--- src/rtl/tmf_pkg.sv ---
`timescale 1ns / 1ps
// ----------------------------------------------------------------------------
// tmf_pkg
// Shared types and constants for the telematics message framer.
// ----------------------------------------------------------------------------
package tmf_pkg;

    localparam logic [7:0] FLAG_BYTE = 8'h7E;
    localparam logic [7:0] ESC_BYTE  = 8'h7D;
    localparam logic [7:0] ESC_FLAG  = 8'h02;
    localparam logic [7:0] ESC_ESC   = 8'h01;

    localparam int TID_W     = 48;
    localparam int CMDQ_DEPTH = 4;
    localparam int CMDQ_AW    = $clog2(CMDQ_DEPTH);

    typedef struct packed {
        logic [15:0] message_id;
        logic [15:0] attribute_word;
        logic [7:0]  data_byte;
        logic        has_data;
        logic        first_item;
        logic        last_item;
    } t_in_item;

    typedef struct packed {
        logic [7:0] out_byte;
        logic       run_last;
        logic       frame_end;
    } t_out_item;

    typedef struct packed {
        logic        first_item;
        logic        has_data;
        logic        last_item;
        logic [15:0] message_id;
        logic [15:0] attribute_word;
        logic [7:0]  data_byte;
        logic [15:0] seq_num;
    } t_cmd;

endpackage

--- src/rtl/tmf_front.sv ---
`timescale 1ns / 1ps
// ----------------------------------------------------------------------------
// tmf_front
// Accepts requests, tracks message state and the sequence number, and queues
// a command for every request that produces wire bytes.
// ----------------------------------------------------------------------------
module tmf_front import tmf_pkg::*; (
    input  logic     i_clk,
    input  logic     i_rst_n,
    input  logic     i_push,
    input  t_in_item i_item,
    output logic     o_full,
    output logic     o_cmd_push,
    output t_cmd     o_cmd,
    input  logic     i_cmd_full
);

    logic        r_inside;
    logic [15:0] r_seq;
    logic        accept;
    logic        open_now;

    assign o_full   = i_cmd_full;
    assign accept   = i_push && !i_cmd_full;
    assign open_now = i_item.first_item || r_inside;

    assign o_cmd_push = accept && open_now &&
                        (i_item.first_item || i_item.has_data || i_item.last_item);

    always_comb begin
        o_cmd.first_item     = i_item.first_item;
        o_cmd.has_data       = i_item.has_data;
        o_cmd.last_item      = i_item.last_item;
        o_cmd.message_id     = i_item.message_id;
        o_cmd.attribute_word = i_item.attribute_word;
        o_cmd.data_byte      = i_item.data_byte;
        o_cmd.seq_num        = r_seq;
    end

    always_ff @(posedge i_clk) begin
        if (!i_rst_n) begin
            r_inside <= 1'b0;
            r_seq    <= '0;
        end else if (accept) begin
            if (i_item.first_item) begin
                r_seq <= r_seq + 16'd1;
            end
            if (open_now && i_item.last_item) begin
                r_inside <= 1'b0;
            end else if (i_item.first_item) begin
                r_inside <= 1'b1;
            end
        end
    end

endmodule

--- src/rtl/tmf_cmd_fifo.sv ---
`timescale 1ns / 1ps
// ----------------------------------------------------------------------------
// tmf_cmd_fifo
// Small command queue between the front and back halves.
// ----------------------------------------------------------------------------
module tmf_cmd_fifo import tmf_pkg::*; (
    input  logic i_clk,
    input  logic i_rst_n,
    input  logic i_push,
    input  t_cmd i_cmd,
    output logic o_full,
    input  logic i_pop,
    output t_cmd o_cmd,
    output logic o_empty
);

    t_cmd                r_mem [CMDQ_DEPTH];
    logic [CMDQ_AW-1:0]  r_wr_ptr;
    logic [CMDQ_AW-1:0]  r_rd_ptr;
    logic [CMDQ_AW:0]    r_count;
    logic                do_push;
    logic                do_pop;

    assign o_full  = (r_count == (CMDQ_AW+1)'(CMDQ_DEPTH));
    assign o_empty = (r_count == '0);
    assign do_push = i_push && !o_full;
    assign do_pop  = i_pop && !o_empty;
    assign o_cmd   = r_mem[r_rd_ptr];

    always_ff @(posedge i_clk) begin
        if (do_push) begin
            r_mem[r_wr_ptr] <= i_cmd;
        end
    end

    always_ff @(posedge i_clk) begin
        if (!i_rst_n) begin
            r_wr_ptr <= '0;
            r_rd_ptr <= '0;
            r_count  <= '0;
        end else begin
            if (do_push) begin
                r_wr_ptr <= r_wr_ptr + CMDQ_AW'(1);
            end
            if (do_pop) begin
                r_rd_ptr <= r_rd_ptr + CMDQ_AW'(1);
            end
            if (do_push && !do_pop) begin
                r_count <= r_count + (CMDQ_AW+1)'(1);
            end else if (do_pop && !do_push) begin
                r_count <= r_count - (CMDQ_AW+1)'(1);
            end
        end
    end

endmodule

--- src/rtl/tmf_back.sv ---
`timescale 1ns / 1ps
// ----------------------------------------------------------------------------
// tmf_back
// Walks each queued command byte by byte: flag, header, body, checksum and
// closing flag, with escaping and checksum accumulation, into an output stage.
// ----------------------------------------------------------------------------
module tmf_back import tmf_pkg::*; (
    input  logic             i_clk,
    input  logic             i_rst_n,
    input  t_cmd             i_cmd,
    input  logic             i_cmd_empty,
    output logic             o_cmd_pop,
    input  logic [TID_W-1:0] i_device_code,
    output t_out_item        o_item,
    output logic             o_empty,
    input  logic             i_pop
);

    localparam logic [3:0] STEP_FLAG     = 4'd0;
    localparam logic [3:0] STEP_HDR_LAST = 4'd12;
    localparam logic [3:0] STEP_DATA     = 4'd13;
    localparam logic [3:0] STEP_CHK      = 4'd14;
    localparam logic [3:0] STEP_CLOSE    = 4'd15;

    logic       r_mid;
    logic       r_esc;
    logic [3:0] r_step;
    logic [7:0] r_xor;
    t_out_item  r_out;
    logic       r_out_valid;

    logic [3:0] step;
    logic [3:0] step_start;
    logic [3:0] step_next;
    logic       has_next;
    logic [7:0] raw;
    logic       is_content;
    logic       need_esc;
    logic       finishing;
    logic       final_byte;
    logic [7:0] wire_byte;
    logic       adv;

    assign adv = !i_cmd_empty && (!r_out_valid || i_pop);

    always_comb begin
        if (i_cmd.first_item) begin
            step_start = STEP_FLAG;
        end else if (i_cmd.has_data) begin
            step_start = STEP_DATA;
        end else begin
            step_start = STEP_CHK;
        end
        step = r_mid ? r_step : step_start;

        case (step)
            STEP_FLAG:     raw = FLAG_BYTE;
            4'd1:          raw = i_cmd.message_id[15:8];
            4'd2:          raw = i_cmd.message_id[7:0];
            4'd3:          raw = i_cmd.attribute_word[15:8];
            4'd4:          raw = i_cmd.attribute_word[7:0];
            4'd5:          raw = i_device_code[47:40];
            4'd6:          raw = i_device_code[39:32];
            4'd7:          raw = i_device_code[31:24];
            4'd8:          raw = i_device_code[23:16];
            4'd9:          raw = i_device_code[15:8];
            4'd10:         raw = i_device_code[7:0];
            4'd11:         raw = i_cmd.seq_num[15:8];
            STEP_HDR_LAST: raw = i_cmd.seq_num[7:0];
            STEP_DATA:     raw = i_cmd.data_byte;
            STEP_CHK:      raw = r_xor;
            default:       raw = FLAG_BYTE;
        endcase

        is_content = (step != STEP_FLAG) && (step <= STEP_DATA);
        need_esc   = (step != STEP_FLAG) && (step != STEP_CLOSE) &&
                     ((raw == FLAG_BYTE) || (raw == ESC_BYTE));

        if (r_esc) begin
            wire_byte = (raw == FLAG_BYTE) ? ESC_FLAG : ESC_ESC;
            finishing = 1'b1;
        end else if (need_esc) begin
            wire_byte = ESC_BYTE;
            finishing = 1'b0;
        end else begin
            wire_byte = raw;
            finishing = 1'b1;
        end

        has_next = (step < STEP_HDR_LAST) ||
                   ((step == STEP_HDR_LAST) && (i_cmd.has_data || i_cmd.last_item)) ||
                   ((step == STEP_DATA) && i_cmd.last_item) ||
                   (step == STEP_CHK);

        if (step < STEP_HDR_LAST) begin
            step_next = step + 4'd1;
        end else if ((step == STEP_HDR_LAST) && i_cmd.has_data) begin
            step_next = STEP_DATA;
        end else if (step == STEP_CHK) begin
            step_next = STEP_CLOSE;
        end else begin
            step_next = STEP_CHK;
        end

        final_byte = finishing && !has_next;
    end

    assign o_cmd_pop = adv && final_byte;
    assign o_item    = r_out;
    assign o_empty   = !r_out_valid;

    always_ff @(posedge i_clk) begin
        if (adv) begin
            r_out.out_byte  <= wire_byte;
            r_out.run_last  <= final_byte;
            r_out.frame_end <= (step == STEP_CLOSE);
        end
    end

    always_ff @(posedge i_clk) begin
        if (!i_rst_n) begin
            r_mid       <= 1'b0;
            r_esc       <= 1'b0;
            r_step      <= STEP_FLAG;
            r_xor       <= '0;
            r_out_valid <= 1'b0;
        end else begin
            if (adv) begin
                r_out_valid <= 1'b1;
                if (finishing) begin
                    r_esc <= 1'b0;
                    if (final_byte) begin
                        r_mid <= 1'b0;
                    end else begin
                        r_mid  <= 1'b1;
                        r_step <= step_next;
                    end
                    if (step == STEP_FLAG) begin
                        r_xor <= '0;
                    end else if (is_content) begin
                        r_xor <= r_xor ^ raw;
                    end
                end else begin
                    r_esc  <= 1'b1;
                    r_mid  <= 1'b1;
                    r_step <= step;
                end
            end else if (i_pop) begin
                r_out_valid <= 1'b0;
            end
        end
    end

endmodule

--- src/rtl/tracker_message_framer.sv ---
`timescale 1ns / 1ps
// ----------------------------------------------------------------------------
// tracker_message_framer
// Frames telematics messages: flag, header, escaped body, XOR checksum, flag.
//
//   channel   direction  handshake                       payload
//   item      in         push / full                     i_item (t_in_item)
//   result    out        empty / pop                     o_item (t_out_item)
//   config    in         i_cfg_valid / o_cfg_ready       i_device_code_bcd
//
// The back half emits one wire byte per cycle while commands wait and the
// receiver keeps up; a request yields 1-30 bytes, escapes counted twice. The
// front accepts a request per cycle while the 4-entry command queue has room.
// Requests without bytes are absorbed in the front. Reset is synchronous; it
// clears the message state, sequence number, checksum and terminal id.
// ----------------------------------------------------------------------------
module tracker_message_framer import tmf_pkg::*; (
    input  logic             i_clk,
    input  logic             i_rst_n,
    input  logic             push,
    input  t_in_item         i_item,
    output logic             full,
    output logic             empty,
    input  logic             pop,
    output t_out_item        o_item,
    input  logic             i_cfg_valid,
    output logic             o_cfg_ready,
    input  logic [TID_W-1:0] i_device_code_bcd
);

    logic [TID_W-1:0] r_device_code;
    logic             cmd_push;
    t_cmd             cmd_in;
    logic             cmd_full;
    logic             cmd_pop;
    t_cmd             cmd_out;
    logic             cmd_empty;

    assign o_cfg_ready = 1'b1;

    always_ff @(posedge i_clk) begin
        if (!i_rst_n) begin
            r_device_code <= '0;
        end else if (i_cfg_valid) begin
            r_device_code <= i_device_code_bcd;
        end
    end

    tmf_front u_front (
        .i_clk      (i_clk),
        .i_rst_n    (i_rst_n),
        .i_push     (push),
        .i_item     (i_item),
        .o_full     (full),
        .o_cmd_push (cmd_push),
        .o_cmd      (cmd_in),
        .i_cmd_full (cmd_full)
    );

    tmf_cmd_fifo u_cmdq (
        .i_clk   (i_clk),
        .i_rst_n (i_rst_n),
        .i_push  (cmd_push),
        .i_cmd   (cmd_in),
        .o_full  (cmd_full),
        .i_pop   (cmd_pop),
        .o_cmd   (cmd_out),
        .o_empty (cmd_empty)
    );

    tmf_back u_back (
        .i_clk         (i_clk),
        .i_rst_n       (i_rst_n),
        .i_cmd         (cmd_out),
        .i_cmd_empty   (cmd_empty),
        .o_cmd_pop     (cmd_pop),
        .i_device_code (r_device_code),
        .o_item        (o_item),
        .o_empty       (empty),
        .i_pop         (pop)
    );

endmodule

--- config.mk ---
export PLATFORM = sky130hd
export DESIGN_NAME = tracker_message_framer
export DESIGN_NICKNAME = d
export VERILOG_FILES = /design/src/rtl/tmf_pkg.sv /design/src/rtl/tmf_front.sv /design/src/rtl/tmf_cmd_fifo.sv /design/src/rtl/tmf_back.sv /design/src/rtl/tracker_message_framer.sv
export SDC_FILE = /design/constraint.sdc
export NUM_CORES = 1
export LEC_CHECK = 0
export BUFFER_PORTS_ARGS = -buffer_cell sky130_fd_sc_hd__buf_2
export CELL_PAD_IN_SITES_DETAIL_PLACEMENT = 1
export CELL_PAD_IN_SITES_GLOBAL_PLACEMENT = 1
export CORE_MARGIN = 10
export CORE_UTILIZATION = 54
export CTS_CLUSTER_SIZE = 12
export DETAILED_ROUTE_END_ITERATION = 7
export GPL_ROUTABILITY_DRIVEN = 0
export PLACE_DENSITY = 0.95
export SKIP_CTS_REPAIR_TIMING = 1
export SYNTH_ARGS = -nofsm -noshare
export SYNTH_HDL_FRONTEND = slang
export SYNTH_SLANG_ARGS = --single-unit
--- constraint.sdc ---
create_clock -name i_clk -period 11.2 [get_ports i_clk]
set_clock_uncertainty 0.1 [all_clocks]
set_input_delay 1.68 -clock i_clk [delete_from_list [all_inputs] [get_ports i_clk]]
set_output_delay 1.68 -clock i_clk [all_outputs]
set_load 0.02 [all_outputs]
==> summary.md <==
| Metric | Value |
|---|---|
| Min setup slack post-route | `4.03 ns` |
| Routed length on met1 | `15600 µm` |
| GRT Total Usage | `0.242` |
| Deepest level of the CTS H-tree | `2` |
| First-pass iteration count of the detailed router | `5` |
| Arrival time at the worst endpoint | `7.52 ns` |
| Antenna cell count | `0` |
| Top routing layer in use | `met4` |
| Via density | `about 6.5` |
| Detailed-route wire length per cell | `between 20 and 30 µm` |
| Post-detailed-routing wire length | `40800 µm` |
| Post-DP HPWL | `25200 µm` |
| Pin count of the biggest net entering global routing | `70` |
| Critical path cell sequence | `buf_4, mux2_4, mux2i_1, nor3b_1, a21oi_1, ha_1, nand2_1, o22ai_1, a211oi_1, o2111ai_1, a41oi_2, nor3b_4, a21oi_4, nand2_2, ha_1, inv_1, fa_1, xor2_1, or3_1, a21oi_1` |
| Ratio of final minimum period to clock period | `0.640` |
| Warning count from the yosys run | `0` |
| Worst Hold Slack | `0.380 ns` |
| Cell area after layout | `15900 µm²` |
| Synth Area in Simple Gates | `0.0893` |
| Critical-path top delay cell | `sky130_fd_sc_hd__ha_1` |
| Fraction of layout instances using a drive strength above 1 | `0.219` |
| Residual overflow from global routing | `0` |
| Site row count | `58` |
| Hold Crit Start | `u_back.r_out_valid` |
| XOR/XNOR Fraction of Synth Area | `0.00749` |
| Top cells by area in the synthesized netlist | `sky130_fd_sc_hd__edfxtp_1, sky130_fd_sc_hd__dfxtp_1, sky130_fd_sc_hd__mux4_2` |
| Global-route wire length before repair | `61400 µm` |
| Clock-pin slew on the worst setup and hold paths | `0.06 ns` |
| Count of endpoints failing setup in the final report | `0` |
| Count of routing violations after the opening detailed-route iteration | `1344` |
| Number of placed I/O pins | `109` |
| Worst Setup Slack post-DPL | `4.47 ns` |
| Detail Route Antenna Nets | `0` |
| Multiplexer share of the synthesized area | `0.136` |
| Yosys cell types | `76` |
| Met3 layer wire length in the routed design | `3590 µm` |
| Mean Syn Cell Area | `15.2 µm²` |
| Flops & latches, synth | `335` |
| Leading post-synthesis cells by instance count | `sky130_fd_sc_hd__edfxtp_1, sky130_fd_sc_hd__dfxtp_1, sky130_fd_sc_hd__mux2i_1, sky130_fd_sc_hd__nor2b_1, sky130_fd_sc_hd__nand2_1` |
| Core region area | `about 25000 µm²` |
| Longest individual stage delay on the worst path | `~1 ns` |
| Post-synth top area cell | `sky130_fd_sc_hd__edfxtp_1` |
| Share of synthesized area occupied by flip-flops and latches | `0.653` |
| CTS tree | `yes` |
| # Max-Cap Violations | `0` |
| Max Slew Vio Count | `0` |
| Final net count | `1133` |
| Asr flop ratio synth | `0` |
| Antenna violations before repair | `0` |
| Number of enable flip-flop cells after synthesis | `about 250` |
| Count leader, synth | `sky130_fd_sc_hd__edfxtp_1` |
| Area growth from synthesis to layout | `13.1%` |
| Worst-case clock buffer depth | `3` |
| Peak fanout along the critical path | `59` |
| Ys flop type | `sky130_fd_sc_hd__edfxtp_1` |
| Number of global-route vias before repair | `9444` |
| Highest attainable clock frequency | `around 140 MHz` |
| Cell area after synthesis | `approximately 14000 µm²` |
| Worst-Margin Slew | `about 1.2 ns` |
| Data required time at the worst endpoint | `11.55 ns` |
| Power per cell area | `234 nW/µm²` |
| Category of the worst setup path capture point | `flop` |
| Clock Sinks | `335` |
| Number of buffers inserted by port buffering | `roughly 110` |
| Total met2 wirelength after detailed routing | `19800 µm` |
| Full die area | `32800 µm²` |
| Number of vias after detailed routing | `9037` |
| Drc violations | `0` |
| Number of cells produced by synthesis | `925` |
| CTS root buffer | `sky130_fd_sc_hd__clkbuf_16` |
| Final critical delay including setup and external delays | `about 7 ns` |
| Die Y-Extent | `181 µm` |
| Path type of the worst setup path | `reg -> reg` |
| Overall die width | `181 µm` |
| Share of the synthesized area in compound gates (AO/OA/AOI/OAI) | `0.0784` |
| Initial cell density of the core | `0.552` |
| Setup TNS | `0 ns` |
| Unrepaired setup endpoints after global routing | `false` |
| Leak Pwr | `~0.0056 µW` |
| Max-slew headroom at the worst pin | `0.233` |
| Combinational family with the most area after synthesis | `multiplexers` |
| Final count of hold timing violations | `0` |
| Inserted Clock Buffers | `36` |
| Clock latency of the later-clocked register in the worst-skew pair | `around 0.55 ns` |
| Post-synthesis share of cell area spent on full adders, half adders and majority gates | `0.0103` |
| VDD IR max | `roughly 0.00015 V` |
| Run status | `completed` |
| Setup crit start kind | `flop` |
| Class of the tightest hold or removal check | `reg -> reg` |
| Synthesized Nets | `1032` |
| Synth top area share | `0.526` |
| Total placed instance area | `14800 µm²` |
worst paths after layout:
check / cells after the start / slack, ns / to
min: 2 / 0.38 / u_back.r_out_valid
max: 20 / 4.03 / u_cmdq.r_count[2]
max reg2reg: 20 / 4.03 / u_cmdq.r_count[2]
min reg2reg: 2 / 0.38 / u_back.r_out_valid
placed cells by master (no fill, tap or decap), types with 4 or more instances in the layout:
| master | n |
|---|---|
| sky130_fd_sc_hd__edfxtp_1 | 246 |
| sky130_fd_sc_hd__buf_2 | 107 |
| sky130_fd_sc_hd__dfxtp_1 | 87 |
| sky130_fd_sc_hd__mux2i_1 | 78 |
| sky130_fd_sc_hd__nor2b_1 | 52 |
| sky130_fd_sc_hd__nand2_1 | 40 |
| sky130_fd_sc_hd__mux4_2 | 39 |
| sky130_fd_sc_hd__clkbuf_16 | 37 |
| sky130_fd_sc_hd__nor2_1 | 34 |
| sky130_fd_sc_hd__a21oi_1 | 29 |
| sky130_fd_sc_hd__o21ai_0 | 19 |
| sky130_fd_sc_hd__clkbuf_1 | 19 |
| sky130_fd_sc_hd__o22ai_1 | 16 |
| sky130_fd_sc_hd__or3_1 | 15 |
| sky130_fd_sc_hd__nand3_1 | 14 |
| sky130_fd_sc_hd__a22oi_1 | 14 |
| sky130_fd_sc_hd__inv_1 | 13 |
| sky130_fd_sc_hd__a22o_1 | 13 |
| sky130_fd_sc_hd__ha_1 | 10 |
| sky130_fd_sc_hd__buf_4 | 10 |
| sky130_fd_sc_hd__and2_1 | 8 |
| sky130_fd_sc_hd__mux4_1 | 8 |
| sky130_fd_sc_hd__and3_1 | 7 |
| sky130_fd_sc_hd__nand2b_1 | 7 |
| sky130_fd_sc_hd__nor3b_1 | 6 |
| sky130_fd_sc_hd__and3b_1 | 6 |
| sky130_fd_sc_hd__a211oi_1 | 6 |
| sky130_fd_sc_hd__a222oi_1 | 6 |
| sky130_fd_sc_hd__xnor2_1 | 6 |
| sky130_fd_sc_hd__xor2_1 | 6 |
| sky130_fd_sc_hd__a31oi_1 | 5 |
| sky130_fd_sc_hd__clkinv_2 | 5 |
| sky130_fd_sc_hd__nor3_1 | 4 |
| sky130_fd_sc_hd__o22a_1 | 4 |
| sky130_fd_sc_hd__and2_2 | 4 |
per-layer routing:
metal,GRT usage,vias up
met3,0.0525,146
li1,-,3812
met1,0.302,4478
met5,0,-
met4,0.110,0
met2,0.397,601
power by group:
group	internal (µW)	switching [µW]	total, µW	leakage (µW)
clock network	627	484	1110	0.000529
logic	358	695	1050	0.00201
registers	1460	83.6	1550	0.00305
total	2450	1260	3710	0.00559
registers in the layout, indices dropped and copies added, names as in the netlist, 2 cells and up, named ones only:
name,count
u_cmdq.r_count,3
u_back.o_item,10
r_device_code,48
u_cmdq.r_rd_ptr,2
u_back.r_xor,8
u_cmdq.r_mem,236
u_back.r_step,4
u_front.r_seq,16
u_cmdq.r_wr_ptr,2
worst max-delay path: cells and delay by family (launching register included):
kind,cells,cell delay (ns)
AND/OR/NAND/NOR,5,1.67
flip-flops,1,0.46
XOR/XNOR,1,0.17
buffers and inverters,2,0.79
multiplexers,2,0.48
AO/OA/AOI/OAI,7,1.76
adder cells (fa/ha/maj),3,1.60
metrics by stage:
stage / std cells / total power, µW / utilization
after floorplan: 925 / 2240 / -
after global placement: 1318 / 2460 / 0.582
after detailed placement: 1318 / 2540 / 0.582
after CTS: 1384 / 3680 / 0.625
after global routing: 1384 / 3820 / 0.625
final: 1384 / 3710 / 0.625
cells by family after synthesis:
family / Yosys count
other cells: 1
compound gates: 150
flops: 335
simple gates: 220
buf+inv: 68
fa+ha+maj: 11
mux: 128
xor+xnor: 12
final cells by class:
type / instances / area (µm²)
clock inverter: 9 / 81.3
inverter: 14 / 52.6
clock buffer: 57 / 1010
sequential: 335 / 9180
timing repair buffer: 117 / 611
multi-input combinational: 522 / 4530
tap: 330 / 413
fill: 2353 / 9530
(Power assumes the default switching activity.)
